File: src/hdl/rau_pkg.sv
`timescale 1ns / 1ps
package rau_pkg;

	localparam int OPERAND_WIDTH = 32;
	localparam int OP_SHIFT      = 32 - OPERAND_WIDTH;

	typedef enum logic [2:0] {
		CMD_ADD = 3'd0,
		CMD_SUB = 3'd1,
		CMD_MUL = 3'd2,
		CMD_DIV = 3'd3,
		CMD_RED = 3'd4
	} cmd_t;

	typedef struct packed {
		logic load;
		logic mul0;
		logic mul1;
		logic mul2;
		logic comb;
		logic check;
		logic gcd_step;
		logic gcd_fin;
		logic div_step;
		logic div_swap;
		logic fin;
		logic out_load;
	} ctrl_cmd_t;

	typedef struct packed {
		logic is_red;
		logic is_addsub;
		logic special;
		logic gcd_done;
	} dp_stat_t;

	function automatic logic signed [31:0] sext_op(input logic [31:0] v);
		logic [31:0] sh;
		sh = v << OP_SHIFT;
		return $signed(sh) >>> OP_SHIFT;
	endfunction

endpackage

File: src/hdl/rau_ctrl.sv
`timescale 1ns / 1ps
module rau_ctrl (
	input  logic               clk,
	input  logic               arst_n,
	input  logic               in_valid,
	output logic               in_ready,
	output logic               out_valid,
	input  logic               out_ready,
	input  rau_pkg::dp_stat_t  stat,
	output rau_pkg::ctrl_cmd_t cmd
);
	import rau_pkg::*;

	typedef enum logic [11:0] {
		ST_IDLE  = 12'b000000000001,
		ST_MUL0  = 12'b000000000010,
		ST_MUL1  = 12'b000000000100,
		ST_MUL2  = 12'b000000001000,
		ST_COMB  = 12'b000000010000,
		ST_CHECK = 12'b000000100000,
		ST_GCD   = 12'b000001000000,
		ST_DIVN  = 12'b000010000000,
		ST_DSWP  = 12'b000100000000,
		ST_DIVD  = 12'b001000000000,
		ST_FIN   = 12'b010000000000,
		ST_DONE  = 12'b100000000000
	} state_t;

	state_t     state_q, state_d;
	logic [5:0] cnt_q;
	logic       out_valid_q;
	logic       can_load;

	assign in_ready  = (state_q == ST_IDLE);
	assign out_valid = out_valid_q;
	assign can_load  = !out_valid_q || out_ready;

	always_comb begin
		state_d = state_q;
		cmd     = '0;
		case (state_q)
			ST_IDLE: begin
				if (in_valid) begin
					cmd.load = 1'b1;
					state_d  = ST_MUL0;
				end
			end
			ST_MUL0: begin
				cmd.mul0 = 1'b1;
				state_d  = stat.is_red ? ST_CHECK : ST_MUL1;
			end
			ST_MUL1: begin
				cmd.mul1 = 1'b1;
				state_d  = stat.is_addsub ? ST_MUL2 : ST_CHECK;
			end
			ST_MUL2: begin
				cmd.mul2 = 1'b1;
				state_d  = ST_COMB;
			end
			ST_COMB: begin
				cmd.comb = 1'b1;
				state_d  = ST_CHECK;
			end
			ST_CHECK: begin
				cmd.check = 1'b1;
				state_d   = stat.special ? ST_DONE : ST_GCD;
			end
			ST_GCD: begin
				if (stat.gcd_done) begin
					cmd.gcd_fin = 1'b1;
					state_d     = ST_DIVN;
				end else begin
					cmd.gcd_step = 1'b1;
				end
			end
			ST_DIVN: begin
				cmd.div_step = 1'b1;
				if (cnt_q == '1) begin
					state_d = ST_DSWP;
				end
			end
			ST_DSWP: begin
				cmd.div_swap = 1'b1;
				state_d      = ST_DIVD;
			end
			ST_DIVD: begin
				cmd.div_step = 1'b1;
				if (cnt_q == '1) begin
					state_d = ST_FIN;
				end
			end
			ST_FIN: begin
				cmd.fin = 1'b1;
				state_d = ST_DONE;
			end
			ST_DONE: begin
				if (can_load) begin
					cmd.out_load = 1'b1;
					state_d      = ST_IDLE;
				end
			end
			default: begin
				state_d = ST_IDLE;
			end
		endcase
	end

	always_ff @(posedge clk or negedge arst_n) begin
		if (!arst_n) begin
			state_q     <= ST_IDLE;
			cnt_q       <= '0;
			out_valid_q <= 1'b0;
		end else begin
			state_q <= state_d;
			if (cmd.div_step) begin
				cnt_q <= cnt_q + 6'd1;
			end else begin
				cnt_q <= '0;
			end
			if (cmd.out_load) begin
				out_valid_q <= 1'b1;
			end else if (out_ready) begin
				out_valid_q <= 1'b0;
			end
		end
	end

endmodule

File: config.mk
export PLATFORM = sky130hd
export DESIGN_NAME = rau_ctrl
export DESIGN_NICKNAME = d
export VERILOG_FILES = /design/src/hdl/rau_pkg.sv /design/src/hdl/rau_ctrl.sv
export SDC_FILE = /design/constraint.sdc
export NUM_CORES = 1
export LEC_CHECK = 0
export ABC_AREA = 1
export BUFFER_PORTS_ARGS = -buffer_cell sky130_fd_sc_hd__clkbuf_2
export CAP_MARGIN = 20
export CORE_MARGIN = 1.5
export CORE_UTILIZATION = 45
export CTS_BUF_LIST = sky130_fd_sc_hd__clkbuf_16
export DETAILED_ROUTE_END_ITERATION = 16
export PLACE_DENSITY = 0.71
export SKIP_CTS_REPAIR_TIMING = 1
export SLEW_MARGIN = 20
export SYNTH_ARGS = -nofsm -noshare
export SYNTH_HDL_FRONTEND = slang
export SYNTH_SLANG_ARGS = --single-unit
File: constraint.sdc
create_clock -name clk -period 1.45 [get_ports clk]
set_input_delay 0.145 -clock clk [delete_from_list [all_inputs] [get_ports clk]]
set_output_delay 0.145 -clock clk [all_outputs]
set_load 0.02 [all_outputs]
==> Word-level counts from Yosys, hierarchy flattened <==
Cells that the tools add are included.
{ "classes": {"n_addsub": 1, "multipliers": 0, "div_mod_pow": 0, "magnitude_cmp": 0, "n_eq_ne": 18, "shift": 0, "n_mux": 27, "bitwise": 0, "n_reduce_logical": 5} }
{ "ops": {"columns": ["op", "n"], "rows": [
  ["12-bit case mux with 12 select lines", 1],
  ["12-bit 2-to-1 mux", 6],
  ["6-bit 2-to-1 mux", 3],
  ["1-bit 2-to-1 mux", 16],
  ["12-bit by 1-bit == test with 1-bit output (second input constant)", 1],
  ["12-bit by 10-bit == test with 1-bit output (second input constant)", 1],
  ["12-bit by 11-bit == test with 1-bit output (second input constant)", 1],
  ["12-bit == test (second input constant)", 1],
  ["12-bit by 2-bit == test with 1-bit output (second input constant)", 1],
  ["12-bit by 3-bit == test with 1-bit output (second input constant)", 1],
  ["12-bit by 4-bit == test with 1-bit output (second input constant)", 1],
  ["12-bit by 5-bit == test with 1-bit output (second input constant)", 1],
  ["12-bit by 6-bit == test with 1-bit output (second input constant)", 1],
  ["12-bit by 7-bit == test with 1-bit output (second input constant)", 1],
  ["12-bit by 8-bit == test with 1-bit output (second input constant)", 1],
  ["12-bit by 9-bit == test with 1-bit output (second input constant)", 1],
  ["2-bit != test (second input constant)", 5],
  ["6-bit by 1-bit adder with 6-bit output (second input constant)", 1],
  ["6-bit == test (second input constant)", 1],
  ["5-bit AND reduction", 1],
  ["2-bit 2-to-1 mux", 1],
  ["2-bit nonzero test", 1],
  ["2-bit OR reduction", 1],
  ["1-bit logical NOT", 1],
  ["1-bit logical OR", 1]
]} }
{ "word_totals": {"reg_bits": 19, "latch_bits": 0, "ram_bits": 0, "rom_bits": 0, "inputBits": 8, "output_inout_bits": 14, "word_cells": 54, "mem_count": 0} }

==> Depth between registers and ports, before layout <==
{ "logic_depth": {"word_depth": 5, "depth_mapped": 11, "depth_no_buf": 11} }

==> Worst setup path after synthesis <==
OpenSTA, ideal clock, no wires.
{ "synth_path": {"path_type": "register to output", "from": "register state_q[9]", "to": "output cmd[4] (netlist name)", "t_arrival_ps": 1214, "required_ps": 1305, "slack_ps": 91, "stages_incl_launch_ff": 7, "path_buffers": 0, "path_cell_list": "dfrtp_1 > nor2_2 > nand2_2 > nor2_4 > and2_1 > inv_1 > nor2_1"} }
{ "synth_rtl": {"columns": ["element", "line", "rtl"], "rows": [
  ["from (decl)", "rau_ctrl.sv:29", "state_t state_q, state_d;"],
  ["from (signal assigned)", "rau_ctrl.sv:114", "state_q <= state_d;"],
  ["to (decl)", "rau_ctrl.sv:10", "output rau_pkg::ctrl_cmd_t cmd"]
]} }

==> results.sh <==
export IMPL_worstPathArrival_ns=1.57
export IMPL_cts_tree="yes"
export IMPL_design_die_area_sq_um=2750
export IMPL_violations="setup timing"
export IMPL_ys_warn_count=0
export IMPL_drt_vias_per_instance=4.97
export IMPL_yosys_area_top_type="dfrtp_1"
export IMPL_antenna_found_initial=0
export IMPL_floorplan_initialDensity_pct=48.8
export IMPL_worstHoldStart="stat[3]"
export IMPL_setup_slack_ns=-0.261
export IMPL_clk_pin_slew_worst_paths_ns=0.06
export IMPL_fin_crit_ns=1.71
export IMPL_drive_gt1_share_pct=35.4
export IMPL_seq_area_frac_synth_pct=43.3
export IMPL_setup_violations_final=17
export IMPL_period_share_pct=118
export IMPL_synth_most_common_cell="nand2_1"
export IMPL_status="finished with violations"
export IMPL_cap_violations=0
export IMPL_synth_simple_gate_area_share_pct=38.6
export IMPL_intPower_w=0.00125
export IMPL_synth_top_area_share_pct=40.9
export IMPL_finish_net_count=199
export IMPL_nFillCells=197
export IMPL_first_iter_violations=31
export IMPL_max_stage_delay_ns=0.38
export IMPL_dp_cells=205
export IMPL_synth_edf_count=0
export IMPL_diodes=0
export IMPL_drtPass1Iterations=4
export IMPL_final_hold_violation_count=0
export IMPL_drv_slew=0
export IMPL_seqCellArea_sq_um=477
export IMPL_synth_fa_ha_area_share_pct=1.14
export IMPL_slew_limit_headroom_pct=67.4
export IMPL_synthFlopType="dfrtp_1"
export IMPL_crit_fanout=5
export IMPL_critPathKind="reg -> out"
export IMPL_power_density_nw_per_um2=1350
export IMPL_synthArstFlopShare_pct=100
export IMPL_muxShareOfSynthArea_pct=0
export IMPL_chipHeight_um=52.5
export IMPL_netlist_top_cells_count="nand2_1, inv_1, nor2_1"
export IMPL_crit_path_start="state_q[2]"
export IMPL_path_delay_family="simple AND/OR/NAND/NOR gates"
export IMPL_synth_ff_latch_count=19
export IMPL_syn_inst=155
export IMPL_min_path_type="in -> reg"
export IMPL_final_cell_count_no_fill=217
export IMPL_area_growth_syn_to_layout_pct=34.7
export IMPL_synth_fp_nets=164
export IMPL_io_buffers=21
export IMPL_synth_compound_area_share_pct=4.66
export IMPL_overflow=0
export IMPL_grt_pass1_wl_um=4180
export IMPL_die_w_um=52.5
export IMPL_swShare_pct=37.6
export IMPL_switching_power_w=0.000754
export IMPL_critPathSlowestCell="dfrtp_1"
export IMPL_cts_buffer_depth=2
export IMPL_power_frac_comb_pct=40.1
export IMPL_cts_sinks=19
export IMPL_num_vias=1079
export IMPL_r2r_start="state_q[2]"
export IMPL_drcViolationCount=0
export IMPL_yosys_area_share_xor_xnor_pct=0.795
export IMPL_multi_input_area_sq_um=548
export IMPL_fmax_mhz=584
export IMPL_rsz0062_at_grt="true"
export IMPL_critPathRequiredTime_ns=1.31
export IMPL_cts_buffers=3
export IMPL_syn_area_per_cell_sq_um=7.10
export IMPL_final_antenna_net_count=0
export IMPL_crit_path_end_kind="output port"
export IMPL_grt_max_degree=20
export IMPL_cts_root_buffer="clkbuf_16"
export IMPL_gp_congestion=0.875
export IMPL_final_setup_skew_ns=0.00188
export IMPL_finalPower_w=0.00201
export IMPL_core_area_sq_um=2250
export IMPL_synthTopCellsByArea="dfrtp_1, nand2_1, inv_1"
export IMPL_clk_latency_ns=0.25
export IMPL_worstSetupStartpointType="flop"
export IMPL_path_buf_inv=2
export IMPL_wirelength_um=2590
export IMPL_irDropWorstVdd_mv=0.861
export IMPL_cp_common_cell="nor2_4"
export IMPL_rows=17
export IMPL_h_tree_depth=1
export IMPL_synth_top_family_by_area="simple AND/OR/NAND/NOR gates"
export IMPL_dpl_hpwl_um=1770
export IMPL_cellLeakagePower_nw=0.884
export IMPL_synth_area_sq_um=1100
export IMPL_worst_pin_slew_ns=0.489
export IMPL_crit_chain="nor2_2 > nand2_2 > nor2_4 > and2_4 > inv_4 > nor2_4 > buf_6"
export IMPL_grt_util_all_layers_pct=20.7
export IMPL_pwr_share_seq_pct=31.0
export IMPL_clkPwrFrac_pct=28.9
export IMPL_wire_per_inst_um=11.9
export IMPL_first_global_vias=1014
export IMPL_ios=22
export IMPL_ys_types=22
-- cells in the final DEF, fill, tap and decap left out, drive strengths merged --
| cell | count |
|---|---|
| o211ai | 1 |
| nor2 | 37 |
| buf | 16 |
| dfrtp | 18 |
| xnor2 | 1 |
| o21ai | 6 |
| dlygate4sd3 | 1 |
| a31o | 1 |
| nand3 | 7 |
| dfstp | 1 |
| clkinv | 1 |
| a21oi | 1 |
| and2 | 1 |
| nor3 | 5 |
| clkbuf | 16 |
| inv | 33 |
| nand2 | 41 |
| ha | 1 |
| nand4 | 1 |
-- cell type report --
class,count,area share (%)
timing repair buffer,30,14.4
multi-input combinational,103,37.0
inverter,33,8.69
sequential,19,32.2
tap,28,2.36
clock buffer,3,5.06
clock inverter,1,0.338
-- stage by stage --
stage | hold WS (ns) | worst slack [ns] | TNS (ns) | utilization, % | instance area [sq um]
after floorplan | -0.151 | 0.0912 | 0 | - | 1100
after global placement | 0.123 | -0.000463 | -0.000463 | 55.4 | 1250
after detailed placement | 0.125 | 0.0158 | 0 | 55.4 | 1250
after CTS | -0.142 | -0.265 | -2.18 | 58.9 | 1330
after global routing | 0.0592 | -0.296 | -3.45 | 65.8 | 1480
final | 0.0486 | -0.261 | -2.24 | 65.8 | 1480
-- registers in the layout, indices dropped and copies added (netlist names) --
signal and flops:
out_valid 1, cnt_q 6, state_q 12
-- power by group through the flow --
stage | clock network (W) | registers (W) | logic, W
finish | 0.000580 | 0.000623 | 0.000804
CTS | 0.000584 | 0.000617 | 0.000631
floorplan | 0 | 0.000619 | 0.000482
detailed placement | 0 | 0.000626 | 0.000620
global route | 0.000620 | 0.000626 | 0.000865
global placement | 0 | 0.000626 | 0.000608
-- worst paths after layout --
| path | endpoint | slack, ns | depth (start not counted) |
|---|---|---|---|
| worst max-delay path | cmd[4] | -0.26 | 7 |
| worst min-delay path | state_q[2] | 0.05 | 2 |
| worst max register to register | state_q[0] | -0.09 | 11 |
| worst min register to register | cnt_q[0] | 0.46 | 1 |
| max in group asynchronous | state_q[0] | 0.71 | 2 |
| min in group asynchronous | state_q[4] | 0.38 | 2 |
-- logic make-up after synthesis --
logic type | count (synthesis)
flops | 19
compound gates | 9
buf+inv | 33
simple gates | 92
xor+xnor | 1
fa+ha+maj | 1
-- layer usage --
metal | track usage, % | wire length (um) | vias to the layer above
li1 | - | - | 536
met1 | 25.3 | 1130 | 506
met3 | 4.29 | 99 | 5
met4 | 8.97 | 41 | 0
met5 | 0 | 0 | -
met2 | 35.0 | 1320 | 32
Note: power is estimated with default switching activity, not from simulation.
